File: src/rtl/core/crl_pkg.sv
package crl_pkg;

    localparam int RING_DEPTH_DEF = 256;
    localparam int STAMP_BITS_DEF = 32;
    localparam int QUEUE_DEPTH    = 2;

    localparam int TIME_BITS     = 32;
    localparam int CLICK_BITS    = 8;
    localparam int LIMIT_BITS    = 8;
    localparam int COOL_BITS     = 16;
    localparam int WINDOW_BITS   = 16;
    localparam int CFG_ADDR_BITS = 3;
    localparam int CFG_DATA_BITS = 16;

    localparam logic [CLICK_BITS-1:0] CLICK_MAX = 8'hFF;

    // Configuration register indexes.
    localparam logic [CFG_ADDR_BITS-1:0] CFG_LEFT_LIMIT     = 3'd0;
    localparam logic [CFG_ADDR_BITS-1:0] CFG_LEFT_COOLDOWN  = 3'd1;
    localparam logic [CFG_ADDR_BITS-1:0] CFG_RIGHT_LIMIT    = 3'd2;
    localparam logic [CFG_ADDR_BITS-1:0] CFG_RIGHT_COOLDOWN = 3'd3;
    localparam logic [CFG_ADDR_BITS-1:0] CFG_WINDOW         = 3'd4;

    // Register values after reset.
    localparam logic [LIMIT_BITS-1:0]  LEFT_LIMIT_RST     = 8'd16;
    localparam logic [COOL_BITS-1:0]   LEFT_COOLDOWN_RST  = 16'd50;
    localparam logic [LIMIT_BITS-1:0]  RIGHT_LIMIT_RST    = 8'd18;
    localparam logic [COOL_BITS-1:0]   RIGHT_COOLDOWN_RST = 16'd0;
    localparam logic [WINDOW_BITS-1:0] WINDOW_RST         = 16'd1000;

    localparam logic [1:0] REQ_LEFT    = 2'd0;
    localparam logic [1:0] REQ_RIGHT   = 2'd1;
    localparam logic [1:0] KEY_RELEASE = 2'd0;
    localparam logic [1:0] KEY_PRESS   = 2'd1;

    localparam logic SEL_LEFT  = 1'b0;
    localparam logic SEL_RIGHT = 1'b1;

    localparam logic [1:0] VERDICT_PASS     = 2'd0;
    localparam logic [1:0] VERDICT_COOLDOWN = 2'd1;
    localparam logic [1:0] VERDICT_RATE     = 2'd2;
    localparam logic [1:0] VERDICT_RELEASE  = 2'd3;

    typedef enum logic [1:0] {
        KIND_OTHER   = 2'd0,
        KIND_PRESS   = 2'd1,
        KIND_RELEASE = 2'd2,
        KIND_HOLD    = 2'd3
    } crl_kind_t;

    typedef struct packed {
        crl_kind_t             kind;
        logic                  btn;
        logic [TIME_BITS-1:0]  time_ms;
    } crl_item_t;

    typedef struct packed {
        logic                  forward;
        logic [1:0]            verdict;
        logic [CLICK_BITS-1:0] clicks;
    } crl_result_t;

    typedef struct packed {
        logic [1:0][LIMIT_BITS-1:0] limit;
        logic [1:0][COOL_BITS-1:0]  cooldown;
        logic [WINDOW_BITS-1:0]     window;
    } crl_cfg_t;

endpackage

File: src/rtl/core/crl_queue.sv
module crl_queue #(
    parameter int DEPTH = crl_pkg::QUEUE_DEPTH
) (
    input  logic               aclk,
    input  logic               aresetn,
    input  crl_pkg::crl_item_t in_item,
    input  logic               in_valid,
    output logic               in_ready,
    output crl_pkg::crl_item_t out_item,
    output logic               out_valid,
    input  logic               out_ready
);
    import crl_pkg::*;

    localparam int PTR_BITS = (DEPTH > 1) ? $clog2(DEPTH) : 1;
    localparam int CNT_BITS = $clog2(DEPTH + 1);
    localparam logic [PTR_BITS-1:0] LAST_PTR = PTR_BITS'(DEPTH - 1);
    localparam logic [CNT_BITS-1:0] FULL_CNT = CNT_BITS'(DEPTH);

    crl_item_t           slot_reg [DEPTH];
    logic [PTR_BITS-1:0] wr_ptr_reg, wr_ptr_next;
    logic [PTR_BITS-1:0] rd_ptr_reg, rd_ptr_next;
    logic [CNT_BITS-1:0] fill_reg, fill_next;
    logic                push, pop;

    assign in_ready  = fill_reg != FULL_CNT;
    assign out_valid = fill_reg != '0;
    assign push      = in_valid && in_ready;
    assign pop       = out_valid && out_ready;
    assign out_item  = slot_reg[rd_ptr_reg];

    always_comb begin
        wr_ptr_next = wr_ptr_reg;
        rd_ptr_next = rd_ptr_reg;
        if (push) begin
            wr_ptr_next = (wr_ptr_reg == LAST_PTR) ? '0 : wr_ptr_reg + 1'b1;
        end
        if (pop) begin
            rd_ptr_next = (rd_ptr_reg == LAST_PTR) ? '0 : rd_ptr_reg + 1'b1;
        end
        case ({push, pop})
            2'b10:   fill_next = fill_reg + 1'b1;
            2'b01:   fill_next = fill_reg - 1'b1;
            default: fill_next = fill_reg;
        endcase
    end

    always_ff @(posedge aclk) begin
        if (!aresetn) begin
            wr_ptr_reg <= '0;
            rd_ptr_reg <= '0;
            fill_reg   <= '0;
        end else begin
            wr_ptr_reg <= wr_ptr_next;
            rd_ptr_reg <= rd_ptr_next;
            fill_reg   <= fill_next;
        end
    end

    always_ff @(posedge aclk) begin
        if (push) begin
            slot_reg[wr_ptr_reg] <= in_item;
        end
    end

endmodule

File: config.mk
export PLATFORM = sky130hd
export DESIGN_NAME = crl_queue
export DESIGN_NICKNAME = d
export VERILOG_FILES = /design/src/rtl/core/crl_pkg.sv /design/src/rtl/core/crl_queue.sv
export SDC_FILE = /design/constraint.sdc
export NUM_CORES = 1
export LEC_CHECK = 0
export BUFFER_PORTS_ARGS = -buffer_cell sky130_fd_sc_hd__buf_4
export CAP_MARGIN = 20
export CORE_MARGIN = 4
export CORE_UTILIZATION = 40
export DETAILED_ROUTE_END_ITERATION = 6
export PLACE_DENSITY = 0.63
export REMOVE_ABC_BUFFERS = 1
export SLEW_MARGIN = 20
export SYNTH_ARGS = -nofsm -noshare
export SYNTH_HDL_FRONTEND = slang
export SYNTH_SLANG_ARGS = --single-unit
File: constraint.sdc
create_clock -name aclk -period 2.5 [get_ports aclk]
set_input_delay 0 -clock aclk [delete_from_list [all_inputs] [get_ports aclk]]
set_output_delay 0 -clock aclk [all_outputs]
set_load 0.02 [all_outputs]
==> impl_results.md <==
* RSZ-0062 raised after global routing: false
* IO Port Bufs at 75
* Die X at 90.9 µm
* Max incr delay on CP at 870 ps
* Grt total ovfl at 0
* Worst EP required at 2500 ps
* IO Pins at 76
* Synth Register Bits at 75
* Antenna viol nets, final at 0
* Hold path depth at 4
* Final WS setup at 678 ps
* Worst-Margin Slew at 835 ps
* Final Max Slew Viols at 0
* Die Y-Extent at 90.9 µm
* Cell taking the most area after synthesis: edfxtp_1
* Number of cells on the critical path at 2
* Synth Area in XOR/XNOR at 0.00955
* Dominant synthesized flop cell: edfxtp_1
* Num CTS Buffers at 9
* Largest register FFs at 70
* Number of synthesized flops with an enable pin at 70
* Post-synthesis simple-gate area fraction at 0.0200
* Seq/Total Area, Yosys at 0.800
* Final worst path period need at 1820 ps
* Startpoint types: register
* Vias in the first global route at 1662
* Multiplexer share of the synthesized area at 0.143
* Area share of the largest cell type after synthesis at 0.764
* CP Class: reg -> out
* Largest family of logic cells by synthesized area: multiplexers
* Final nets at 294
* Via density at 4.69
* Share of cells above drive strength 1 at 0.510
* Setup TNS Final at 0 ps
* Compound-Gate Fraction of Synth Area at 0.0136
* Syn_area_per_cell at 20.7 µm²
* Worst-path clk slew at 70 ps
* # rows at 29
* CP max-delay cell: dfxtp_2
* First-pass GRT wire length at 8310 µm
* Vias at 1577
* DR iter-0 viols at 71
* Static Leak at 1.52 nW
* Most common cell in the netlist: edfxtp_1
* Unique cell type count in the Yosys netlist at 20
* Final Power at 3.93 mW
* Final Cycle Share at 0.729
* Final Hold Fails at 0
* Routed wire per std cell at 15.8 µm
* Root Buffer: clkbuf_8
* Most frequent cells after synthesis: 70 x edfxtp_1, 35 x mux2_2, 5 x dfxtp_1
* Top cells by area, synth: edfxtp_1 76%, mux2_2 14%, dfxtp_1 3.6%, xnor2_1 0.95%, buf_2 0.73%
* Cell class contributing the biggest share of worst-path delay: flip-flops
* Max Cap Viol at 0
* # setup viols final at 0
* Fillers at 469
* Routability Congestion at 0.676
* Pin count of the biggest net entering global routing at 36
* Die ar. at 8270 µm²
* CORE AREA at 6490 µm²
* Clk_lat worst skew at 330 ps
* Initial Util at 0.424
* Antenna violations before repair at 0
* Clock sink count at 75
* Global Route Usage Sum at 0.130
* Synth Area in Adders at 0.00455
* Remaining DRCs at 0
* Fmax at 0.549 GHz
* Max FO, Critical Path at 35
* Htree depth at 3
* HPWL Detailed at 3480 µm
* Ys Warns at 0
* Max IR drop VDD at 0.000778 V
* Antenna diode count at 0
* Worst-path cell chain: mux2_2 -> buf_4
* R2R cell count at 3
* Total Wirelength at 5300 µm
* Clk_skew at 12.4 ps
* P&R area growth vs syn at 45.7%
* Syn Inst Count at 133
* CTS tree: built
* Count of cells resized by post-cts repair at 0
* Mapped Area at 2750 µm²
* Ys async rst share at 0
* Rel. slew slack at 0.443
* Pre-Repair DR Iteration Count at 4
* Clock tree buffer depth at 2
* Crit end category: output port
* Status: finished, final reports clean
* HP Class: in -> reg
* DP Worst Slack at 703 ps
* CP bufs+invs at 1
* P per Cell Area at 980 nW/µm²
* CP arrival at 1820 ps
## cells in the final DEF (no fill, tap or decap)
| master | count |
|---|---|
| inv_1 | 1 |
| clkinv_4 | 2 |
| a21boi_1 | 1 |
| dlygate4sd3_1 | 37 |
| nand3b_1 | 1 |
| a21bo_2 | 1 |
| and3_2 | 1 |
| xnor2_1 | 3 |
| bufinv_16 | 2 |
| mux2_2 | 35 |
| and2_1 | 1 |
| nor2b_1 | 2 |
| ha_1 | 1 |
| nand2b_1 | 1 |
| edfxtp_1 | 70 |
| dfxtp_2 | 1 |
| buf_12 | 1 |
| nand2_1 | 1 |
| buf_4 | 76 |
| a21boi_0 | 1 |
| or2_2 | 1 |
| clkinv_2 | 3 |
| o21ai_0 | 1 |
| dfxtp_1 | 4 |
| or3_1 | 1 |
| clkbuf_8 | 9 |
| o21a_1 | 1 |
## power breakdown
part           switching (mW)  internal (mW)
combinational           0.595          0.629
clock                   0.420          0.560
sequential              0.137           1.59
total                    1.15           2.78
## stage by stage
stage          hold slack, ps  std cells   util  cell area [µm²]
6_report                  133        336  0.617             4010
5_1_grt                   167        336  0.617             4010
4_1_cts                   122        336  0.617             4010
3_5_place_dp              188        283  0.527             3420
3_3_place_gp              187        283  0.527             3420
2_1_floorplan            98.9        129      -             2730
## what timing repair did
item,in CTS,in global routing
buffers inserted,0,0
hold endpoints to repair,75,0
hold buffers,37,0
## final timing paths
check,start,end,slack [ps]
worst min register to register,fill_reg[1]$_SDFFE_PN0P_,fill_reg[1]$_SDFFE_PN0P_,540
worst max-delay path,register,out_item[9],680
worst min-delay path,out_ready,register,130
worst max register to register,fill_reg[0]$_SDFFE_PN0P_,slot_reg[1][30]$_DFFE_PP_,730
## worst register-to-register path: cells and delay by family, from the launching register on
family / cells / cell delay, ps
AND/OR/NAND/NOR: 2 / 680
flip-flops: 1 / 410
buffers and inverters: 1 / 350
## area by class of cell
cell class / count / area, µm² / area share
Clock buffer: 9 / 124 / 0.0309
Clock inverter: 7 / 92.6 / 0.0231
Inverter: 1 / 3.75 / 0.000937
Multi-Input combinational cell: 53 / 527 / 0.131
Sequential cell: 75 / 2200 / 0.550
Tap cell: 77 / 96.3 / 0.0240
Timing Repair Buffer: 114 / 961 / 0.240
## metal layers
| layer | vias to the layer above | global-route usage | wire length [µm] |
|---|---|---|---|
| met1 | 758 | 0.165 | 2210 |
| met3 | 4 | 0.0488 | 401 |
| met4 | 0 | 0.0415 | 34 |
| met5 | - | 0 | 0 |
| li1 | 757 | - | - |
| met2 | 58 | 0.207 | 2650 |
## cell families after synthesis
family	Yosys count
flops	75
mux	35
simple gates	9
compound gates	5
buf+inv	5
xor+xnor	3
fa+ha+maj	1
Power figures use the tool's default switching activity.
