$ cat config.mk
export PLATFORM = sky130hd
export DESIGN_NAME = crl_front
export DESIGN_NICKNAME = d
export VERILOG_FILES = /design/src/rtl/core/crl_pkg.sv /design/src/rtl/core/crl_front.sv
export SDC_FILE = /design/constraint.sdc
export NUM_CORES = 1
export LEC_CHECK = 0
export ABC_AREA = 1
export BUFFER_PORTS_ARGS = -buffer_cell sky130_fd_sc_hd__buf_2
export CAP_MARGIN = 20
export CORE_UTILIZATION = 43
export DETAILED_ROUTE_END_ITERATION = 6
export PLACE_DENSITY = 0.89
export SLEW_MARGIN = 20
export SYNTH_ARGS = -nofsm -noshare
export SYNTH_HDL_FRONTEND = slang
export SYNTH_SLANG_ARGS = --single-unit
$ cat constraint.sdc
create_clock -name aclk -period 6.6 [get_ports aclk]
set_input_delay 1.98 -clock aclk [delete_from_list [all_inputs] [get_ports aclk]]
set_output_delay 1.98 -clock aclk [all_outputs]
set_load 0.02 [all_outputs]
$ cat src/rtl/core/crl_pkg.sv
package crl_pkg;

    localparam int RING_DEPTH_DEF = 256;
    localparam int STAMP_BITS_DEF = 32;
    localparam int QUEUE_DEPTH    = 2;

    localparam int TIME_BITS     = 32;
    localparam int CLICK_BITS    = 8;
    localparam int LIMIT_BITS    = 8;
    localparam int COOL_BITS     = 16;
    localparam int WINDOW_BITS   = 16;
    localparam int CFG_ADDR_BITS = 3;
    localparam int CFG_DATA_BITS = 16;

    localparam logic [CLICK_BITS-1:0] CLICK_MAX = 8'hFF;

    // Configuration register indexes.
    localparam logic [CFG_ADDR_BITS-1:0] CFG_LEFT_LIMIT     = 3'd0;
    localparam logic [CFG_ADDR_BITS-1:0] CFG_LEFT_COOLDOWN  = 3'd1;
    localparam logic [CFG_ADDR_BITS-1:0] CFG_RIGHT_LIMIT    = 3'd2;
    localparam logic [CFG_ADDR_BITS-1:0] CFG_RIGHT_COOLDOWN = 3'd3;
    localparam logic [CFG_ADDR_BITS-1:0] CFG_WINDOW         = 3'd4;

    // Register values after reset.
    localparam logic [LIMIT_BITS-1:0]  LEFT_LIMIT_RST     = 8'd16;
    localparam logic [COOL_BITS-1:0]   LEFT_COOLDOWN_RST  = 16'd50;
    localparam logic [LIMIT_BITS-1:0]  RIGHT_LIMIT_RST    = 8'd18;
    localparam logic [COOL_BITS-1:0]   RIGHT_COOLDOWN_RST = 16'd0;
    localparam logic [WINDOW_BITS-1:0] WINDOW_RST         = 16'd1000;

    localparam logic [1:0] REQ_LEFT    = 2'd0;
    localparam logic [1:0] REQ_RIGHT   = 2'd1;
    localparam logic [1:0] KEY_RELEASE = 2'd0;
    localparam logic [1:0] KEY_PRESS   = 2'd1;

    localparam logic SEL_LEFT  = 1'b0;
    localparam logic SEL_RIGHT = 1'b1;

    localparam logic [1:0] VERDICT_PASS     = 2'd0;
    localparam logic [1:0] VERDICT_COOLDOWN = 2'd1;
    localparam logic [1:0] VERDICT_RATE     = 2'd2;
    localparam logic [1:0] VERDICT_RELEASE  = 2'd3;

    typedef enum logic [1:0] {
        KIND_OTHER   = 2'd0,
        KIND_PRESS   = 2'd1,
        KIND_RELEASE = 2'd2,
        KIND_HOLD    = 2'd3
    } crl_kind_t;

    typedef struct packed {
        crl_kind_t             kind;
        logic                  btn;
        logic [TIME_BITS-1:0]  time_ms;
    } crl_item_t;

    typedef struct packed {
        logic                  forward;
        logic [1:0]            verdict;
        logic [CLICK_BITS-1:0] clicks;
    } crl_result_t;

    typedef struct packed {
        logic [1:0][LIMIT_BITS-1:0] limit;
        logic [1:0][COOL_BITS-1:0]  cooldown;
        logic [WINDOW_BITS-1:0]     window;
    } crl_cfg_t;

endpackage

$ cat src/rtl/core/crl_front.sv
module crl_front (
    input  logic                          aclk,
    input  logic                          aresetn,
    input  logic                          s_tvalid,
    output logic                          s_tready,
    input  logic [1:0]                    req_type,
    input  logic [1:0]                    key_value,
    input  logic [crl_pkg::TIME_BITS-1:0] time_ms,
    output crl_pkg::crl_item_t            item,
    output logic                          item_valid,
    input  logic                          item_ready
);
    import crl_pkg::*;

    crl_item_t item_reg, item_next;
    logic      valid_reg, valid_next;
    logic      take;

    assign s_tready = !valid_reg || item_ready;
    assign take     = s_tvalid && s_tready;

    always_comb begin
        item_next         = item_reg;
        item_next.btn     = req_type[0];
        item_next.time_ms = time_ms;
        if (req_type == REQ_LEFT || req_type == REQ_RIGHT) begin
            case (key_value)
                KEY_PRESS:   item_next.kind = KIND_PRESS;
                KEY_RELEASE: item_next.kind = KIND_RELEASE;
                default:     item_next.kind = KIND_HOLD;
            endcase
        end else begin
            item_next.kind = KIND_OTHER;
        end
        valid_next = take || (valid_reg && !item_ready);
    end

    always_ff @(posedge aclk) begin
        if (!aresetn) begin
            valid_reg <= 1'b0;
        end else begin
            valid_reg <= valid_next;
        end
    end

    always_ff @(posedge aclk) begin
        if (take) begin
            item_reg <= item_next;
        end
    end

    assign item       = item_reg;
    assign item_valid = valid_reg;

endmodule

==> results.md, run 1 <==
* Run status: finished clean
* Layout cells sized above 1 at around two thirds
* Clock latency on the worst-skew pair at about 0.33 ns
* Flop pwr share at 58.1%
* TritonCTS clock tree: built
* Antenna Cells at 0
* Peak supply drop at 171 uV
* Global route overflow at 0
* Syn_nets at 86
* Max Transition Viols Final at 0
* Global-route wire length before repair at about 2600 um
* Final hold violation count at 0
* Clock Sinks at 36
* Chip height at 53.0 um
* Most common cell after layout, fill and taps aside: buf_2
* Routed Antenna Nets at 0
* Post-CTS sizing at 0
* NetSw at between 100 and 150 uW
* Critical path's most frequent cell: buf_2
* Largest net degree at the start of global routing at 36
* Fmax at between 200 and 250 MHz
* Multi-input gate area at approximately 44 um2
* Htree depth at 2
* Cts hold-fix bufs at 0
* CP max-delay cell: buf_2
* Number of max-cap violations at 0
* Hold Crit Class: flop to flop
* Share of the yosys chip area belonging to registers at 95.7%
* Clock skew at approximately 0.012 ns
* Length of the first detailed-routing pass in iterations at 5
* P_leak at between 0.7 and 0.8 nW
* Filler instances at about 190
* Share of the synthesized area in the top cell type at approximately 94%
* YS warnings at 0
* Post-Syn Instances at 46
* Internal power at between 300 and 400 uW
* Routability cong. at around 0.64
* Ports at just under 80
* Final critical-path required period at roughly 4.3 ns
* Final wirelength at ~2100 um
* Critical Setup Path Class: input port to primary output
* Drt first-iter violations at 21
* Vias in the first global route at 605
* Core area at roughly 0.0025 mm2
* Crit share post-route at around 66%
* Layout Area Growth over Synthesis at 45.2%
* Fin Setup TNS at 0 ns
* Slowest cell delay on critical path at ~0.16 ns
* GRT Resource Usage Total at about 15%
* Pwr Density at 286 mW/mm2
* Synth Area per Inst at approximately 24 um2
* Sequential cell area at roughly 0.0011 mm2
* Initial core utilization at a little under half
* Hold path cells at 2
* FF-to-FF path depth at 1
* Synth area leader: edfxtp_1
* FP Rows at 18
* Slew @ Worst Pin at 1.04 ns
* Switching share of power at a little over a fifth
* Startpoint types: input port
* Max FFs per register at 35
* Commonest cells after routing, fill and taps aside: 76 x buf_2, 35 x edfxtp_1, 5 x clkbuf_4
* Final setup fails at 0
* PortBufs at 76
* CTS Buf Count at 5
* RSZ-0062 raised after global routing: no
* Comb power frac at 10.5%
* Critical Path End Type: primary output
* Max-slew headroom at between 30 and 40%
* Area of the die at between 0.002 and 0.003 mm2
* Unique cell type count in the Yosys netlist at 8
* Maximum clock insertion buffer count at 2
* CTS clock-pin slew for the worst setup and hold paths at about 0.09 ns
* Chip Width at approximately 53 um
* Mapped cell area at between 0.001 and 0.0015 mm2
* Vias per inst at about 4.5
* Worst EP arrival at roughly 2.4 ns
* Synthesis-stage register bit count at 36
* Final nets at about 170
* Synth area leaders: edfxtp_1 94%, dfxtp_1 1.8%, inv_1 1.0%
* # Post-CTS Setup Buffers at 0
* Critical Path RT at 4.62 ns
* Drt drc at 0
* Critical Path Fanout Max at 2
* Critical path, cell by cell: buf_2, inv_2, nand2_2, buf_2
* Via Count at 727
* Initial antenna violation count at 0
* Hpwl dp at around 1600 um
* Share of total power in the clock network at between 30% and 40%
* Hold slack final at approximately 0.54 ns
* Per-cell routed wire length at 12.8 um
* Root Driver: clkbuf_4
[Yosys cell counts]
| library cell | count |
|---|---|
| a21oi_1 | 2 |
| nor2_1 | 2 |
| dfxtp_1 | 1 |
| inv_2 | 1 |
| edfxtp_1 | 35 |
| inv_1 | 3 |
| nand2_2 | 1 |
| a21oi_2 | 1 |
[final timing paths]
path	startpoint	to	slack (ns)
setup reg to reg	item_valid	item[4]	5.03
hold reg to reg	item_valid	item_valid	0.54
hold / removal	item_valid	item_valid	0.54
setup / recovery	item_ready	s_tready	2.25
[power by group through the flow]
stage,logic [mW],registers (mW),clock network [mW]
2_1_floorplan,0.00608,0.293,0
3_3_place_gp,0.0477,0.275,0
3_5_place_dp,0.0493,0.276,0
4_1_cts,0.0493,0.271,0.149
5_1_grt,0.0524,0.272,0.158
6_report,0.0487,0.270,0.146
[through the flow]
stage / cells / util (%) / instance area (um2) / total power, mW / setup WS (ns)
6_report: 160 / 65.6 / 1620 / 0.465 / 2.25
4_1_cts: 160 / 65.6 / 1620 / 0.469 / 2.25
2_1_floorplan: 46 / - / 1120 / 0.299 / 2.40
3_5_place_dp: 152 / 62.5 / 1550 / 0.325 / 2.25
3_3_place_gp: 152 / 62.5 / 1550 / 0.323 / 2.26
5_1_grt: 160 / 65.6 / 1620 / 0.482 / 2.23
[kinds of logic after synthesis]
kind of cell | after synthesis | share of synthesized area (%)
flip-flops | 36 | 95.7
buffers and inverters | 4 | 1.34
AND/OR/NAND/NOR | 3 | 1.23
AO/OA/AOI/OAI | 3 | 1.68
[critical path: cells and delay by family]
kind | cells | cell delay [ns]
buffers and inverters | 3 | 0.33
and+or+nand+nor | 1 | 0.06
[layer usage]
layer	global-route usage [%]	vias to the layer above	wire length, um
li1	-	341	-
met1	16.0	325	792
met2	23.8	54	968
met3	7.18	7	247
met4	10.5	0	47
met5	0	-	0
[cell type report]
type	instances	area share, %
timing repair buffer	76	23.4
tap	30	2.31
multi-input combinational	6	2.70
inverter	4	0.924
clock buffer	6	2.54
sequential	36	65.9
clock inverter	2	2.16
No activity file was read; power rests on OpenSTA's default activity.
==> run 2: changes to the inputs <==
--- a/config.mk
+++ b/config.mk
@@ -8,9 +8,9 @@
 export ABC_AREA = 1
 export BUFFER_PORTS_ARGS = -buffer_cell sky130_fd_sc_hd__buf_2
 export CAP_MARGIN = 20
-export CORE_UTILIZATION = 43
+export CORE_UTILIZATION = 36
 export DETAILED_ROUTE_END_ITERATION = 6
-export PLACE_DENSITY = 0.89
+export PLACE_DENSITY = 0.8
 export SLEW_MARGIN = 20
 export SYNTH_ARGS = -nofsm -noshare
 export SYNTH_HDL_FRONTEND = slang
==> constraint.sdc (replaced) <==
create_clock -name aclk -period 3.8 [get_ports aclk]
set_input_delay 1.14 -clock aclk [delete_from_list [all_inputs] [get_ports aclk]]
set_output_delay 1.14 -clock aclk [all_outputs]
set_load 0.02 [all_outputs]
==> run 2 against run 1 <==
Compared with the run above:
- the flow now finishes with violations (design-rule violations)
- total power increased by 67%
- non-clock buffer count unchanged
- sequential power increased by 74%
- worst hold slack got worse by 0.0026 ns
- clock skew decreased by 0.0068 ns
- global-route usage decreased by 2.0 points
- core utilization decreased by 8.8 points
- critical endpoint unchanged
==> results.md, run 2 (synthesized netlist as in run 1, its figures left out) <==
* Startpoint types: input port
* Critical Setup Path Class: input port to primary output
* Critical Path End Type: primary output
* Chip height at a little under 60 um
* P_leak at around 0.72 nW
* Fin Setup TNS at 0 ns
* Drt first-iter violations at 17
* Commonest cells after routing, fill and taps aside: 76 x buf_2, 35 x edfxtp_1, 5 x clkbuf_4
* Fmax at between 300 and 400 MHz
* Clock skew at a little under 0.005 ns
* CTS Buf Count at 5
* Initial core utilization at 39.2%
* # Post-CTS Setup Buffers at 0
* Layout cells sized above 1 at about 67%
* Number of max-cap violations at 0
* Clock Sinks at 36
* Hpwl dp at about 1500 um
* Final hold violation count at 0
* Routability cong. at 0.722
* GRT Resource Usage Total at between 10% and 20%
* Top delay family on crit path: buffers and inverters
* Filler instances at approximately 230
* Peak supply drop at roughly 320 uV
* Final wirelength at about 2000 um
* Post-CTS sizing at 0
* Per-cell routed wire length at 12.4 um
* Area of the die at about 0.0033 mm2
* Clock latency on the worst-skew pair at 0.33 ns
* TritonCTS clock tree: built
* Max Transition Viols Final at 0
* Maximum clock insertion buffer count at 2
* Routed Antenna Nets at 0
* Final setup fails at 0
* Critical path, cell by cell: buf_2, inv_2, nand2_2, buf_2
* Root Driver: clkbuf_4
* Failing checks: design-rule violations
* Global route overflow at 0
* CTS clock-pin slew for the worst setup and hold paths at approximately 0.1 ns
* CP max-delay cell: buf_2
* Global-route wire length before repair at approximately 3000 um
* Length of the first detailed-routing pass in iterations at 6
* Vias in the first global route at slightly above 700
* Crit share post-route at between 70% and 80%
* Slew @ Worst Pin at between 1 and 1.5 ns
* Antenna Cells at 0
* FP Rows at 19
* Largest net degree at the start of global routing at 36
* Critical path's most frequent cell: buf_2
* Pwr Density at 481 mW/mm2
* Htree depth at 2
* Critical Path RT at around 2.7 ns
* Worst EP arrival at roughly 1.5 ns
* Most common cell after layout, fill and taps aside: buf_2
* Drt drc at 3
* Max-slew headroom at approximately 30%
* Max FFs per register at 35
* Via Count at 737
* Run status: complete, but fails checks
* Layout Area Growth over Synthesis at 44.6%
* WP buf/inv at 3
* Vias per inst at 4.58
* Cts hold-fix bufs at 0
* Chip Width at around 58 um
* Final nets at around 170
* Ports at between 70 and 80
* Initial antenna violation count at 0
* RSZ-0062 raised after global routing: no
* Core area at 0.00285 mm2
* Critical Path Fanout Max at 2
* Final critical-path required period at approximately 2.7 ns
* Hold slack final at 0.541 ns
* Slowest cell delay on critical path at ~0.16 ns
* PortBufs at between 70 and 80
* Hold Crit Class: flop to flop
==> run 2: where the power goes <==
group          total, mW  internal [mW]  switching [mW]  leakage [nW]
Sequential         0.469          0.463         0.00605         0.347
Clock              0.224          0.109           0.115        0.0386
Combinational     0.0838         0.0307          0.0532         0.331
Total              0.777          0.603           0.175         0.717
==> run 2: through the flow <==
stage                     instance area, um2  total power, mW  utilization [%]  std cells  setup slack (ns)
after floorplan                         1120            0.520                -         46             0.444
after global placement                  1550            0.560             54.3        153              1.14
after detailed placement                1550            0.563             54.3        153              1.13
after CTS                               1620            0.788             56.7        161              1.13
after global routing                    1620            0.810             56.7        161              1.10
final                                   1620            0.777             56.7        161              1.13
==> run 2: routing by layer <==
metal  global-route usage (%)  vias to the layer above  wire [um]
li1                         -                      340          -
met1                     11.9                      334        677
met2                     20.6                       56        925
met3                     10.0                        7        343
met4                     8.50                        0         49
met5                        0                        -          0
==> run 2: final cells by class <==
class	count	area, um2	area share (%)
Clock buffer	8	68.8	4.25
Sequential cell	36	1070	66.2
Multi-Input combinational cell	6	43.8	2.71
Inverter	4	15.0	0.928
Tap cell	31	38.8	2.40
Timing Repair Buffer	76	380	23.5
==> run 2: worst paths after layout <==
check        depth (start not counted)          to  slack [ns]  startpoint
min reg2reg                          2  item_valid        0.54  item_valid
max                                  4    s_tready        1.13  item_ready
max reg2reg                          1    item[27]        2.21  item_valid
min                                  2  item_valid        0.54  item_valid
==> run 3: changes to the inputs <==
--- a/config.mk
+++ b/config.mk
@@ -8,9 +8,9 @@
 export ABC_AREA = 1
 export BUFFER_PORTS_ARGS = -buffer_cell sky130_fd_sc_hd__buf_2
 export CAP_MARGIN = 20
-export CORE_UTILIZATION = 36
+export CORE_UTILIZATION = 39
 export DETAILED_ROUTE_END_ITERATION = 6
-export PLACE_DENSITY = 0.8
+export PLACE_DENSITY = 0.82
 export SLEW_MARGIN = 20
 export SYNTH_ARGS = -nofsm -noshare
 export SYNTH_HDL_FRONTEND = slang
==> constraint.sdc (replaced) <==
create_clock -name aclk -period 2.6 [get_ports aclk]
set_input_delay 0.78 -clock aclk [delete_from_list [all_inputs] [get_ports aclk]]
set_output_delay 0.78 -clock aclk [all_outputs]
set_load 0.02 [all_outputs]
==> run 3 against run 2 <==
Compared with the run above:
- the flow now finishes without violations
- design area is the same
- global-route usage grew 0.99 points
- clock power increased by 18%
- core utilization grew 2.5 points
- sequential share of layout area unchanged
- critical path depth did not move
- clock skew is 0.0031 ns higher
- worst hold slack got worse by 0.0044 ns
- total power grew 39%
- count of clock-buffer cells in the layout is 1 lower
- wire length shrank 1.3%
- via count decreased by 2.4%
- critical path type unchanged
- largest cell class unchanged
- highest routed layer unchanged
==> results.md, run 3 (synthesized netlist as in run 1, its figures left out) <==
* Run status: finished clean
* Total power at 1.08 mW
* P_leak at ~0.71 nW
* Pwr Density at between 600 and 700 mW/mm2
* Hold path cells at 2
* Drt drc at 0
* Largest net degree at the start of global routing at 20
* Initial core utilization at between 40% and 50%
* Finished Core Util at between 50% and 60%
* Routed Antenna Nets at 0
* Multi-input gate area at 43.8 um2
* Initial antenna violation count at 0
* Fin area at about 0.0016 mm2
* Worst EP arrival at 1.18 ns
* Most common cell after layout, fill and taps aside: buf_2
* CTS Buf Count at 5
* Post-DP Area at between 0.0015 and 0.002 mm2
* FF-to-FF path depth at 2
* Critical Path End Type: primary output
* Critical Path Fanout Max at 2
* Clock latency on the worst-skew pair at 0.32 ns
* Per-cell routed wire length at between 10 and 15 um
* Flop pwr share at 63.6%
* Filler instances at ~220
* Clock Sinks at 36
* Worst reg2reg startpoint: item_valid
* FP Rows at 19
* Commonest cells after routing, fill and taps aside: 76 x buf_2, 35 x edfxtp_1, 5 x clkbuf_4
* Length of the first detailed-routing pass in iterations at 4
* Htree depth at 2
* Fin Setup TNS at 0 ns
* Max-slew headroom at 60.7%
* Cells after DPL at roughly 150
* Slew @ Worst Pin at 0.588 ns
* Hold Crit Class: flop to flop
* Number of max-cap violations at 0
* Critical Setup Path Class: input port to primary output
* Switching share of power at 23.1%
* Vias in the first global route at between 600 and 700
* Pre-CTS setup slack at around 0.63 ns
* Routability cong. at around 0.69
* Post-CTS sizing at 0
* Via Count at 719
* Vias per inst at about 4.4
* Internal power at between 800 and 900 uW
* Chip Width at between 50 and 60 um
* Worst Setup SP: item_ready
* Drt first-iter violations at 12
* Root Driver: clkbuf_4
* TritonCTS clock tree: built
* Clock skew at roughly 0.0080 ns
* RSZ-0062 raised after global routing: no
* Final critical-path required period at between 1.5 and 2 ns
* Max Transition Viols Final at 0
* Final wirelength at around 2000 um
* CTS clock-pin slew for the worst setup and hold paths at approximately 0.090 ns
* Hold slack final at about 0.54 ns
* Global route overflow at 0
* Global-route wire length before repair at between 3000 and 4000 um
* Share of total power in the clock network at between 20 and 25%
* Area of the die at between 0.003 and 0.004 mm2
* Max FFs per register at 35
* Non-filler cells, final at about 160
* Maximum clock insertion buffer count at 2
* Sequential cell area at about 0.0011 mm2
* Layout cells sized above 1 at around 66%
* Final setup fails at 0
* Layout Area Growth over Synthesis at 44.6%
* Final nets at 170
* Critical Path RT at ~1.8 ns
* GRT Resource Usage Total at between 10% and 20%
* Hold_sp: item_valid
* PortBufs at 76
* Worst Setup Slack, final at between 0.6 and 0.7 ns
* NetSw at about 250 uW
* Startpoint types: input port
* Peak supply drop at between 400 and 500 uV
* Chip height at between 50 and 60 um
* Fmax at a little over 500 MHz
* Core area at 0.00273 mm2
* # Post-CTS Setup Buffers at 0
* Crit share post-route at about three quarters
* Ports at 77
* Comb power frac at between 10% and 20%
* Cts hold-fix bufs at 0
* Antenna Cells at 0
* Final hold violation count at 0
## run 3: cell types whose count changed in the layout (fill, tap and decap cells not counted), sizes merged
cell,change
buf,+1
clkinv,+1
clkbuf,-1
## run 3: worst max-delay path: stages
cell and delay, ns:
buf_2 0.10, inv_2 0.08, nand2_2 0.06, buf_2 0.16
## run 3: layout make-up
| type | instances | area share, % |
|---|---|---|
| flip-flops and latches | 36 | 66.2 |
| clock buffers | 7 | 2.78 |
| inverters | 4 | 0.928 |
| well taps | 31 | 2.40 |
| multi-input cells | 6 | 2.71 |
| repair buffers | 77 | 24.7 |
| clock inverters | 1 | 0.232 |
## run 3: power by group through the flow
| stage | Clock [mW] | Combinational [mW] | Sequential [mW] |
|---|---|---|---|
| floorplan | 0 | 0.0160 | 0.744 |
| global placement | 0 | 0.127 | 0.697 |
| detailed placement | 0 | 0.129 | 0.699 |
| CTS | 0.278 | 0.129 | 0.686 |
| global route | 0.299 | 0.136 | 0.689 |
| finish | 0.265 | 0.127 | 0.685 |
## run 3: layer usage
layer | wire, um | part of all wire, % | track usage [%]
met2 | 965 | 49 | 21.5
met1 | 700 | 36 | 14.4
met5 | 0 | 0 | 0
met3 | 259 | 13 | 8.67
met4 | 45 | 2.3 | 9.64
## run 3: worst paths after layout
path | to | slack [ns]
min | item_valid | 0.54
max reg2reg | item[30] | 1.19
max | s_tready | 0.64
min reg2reg | item_valid | 0.54
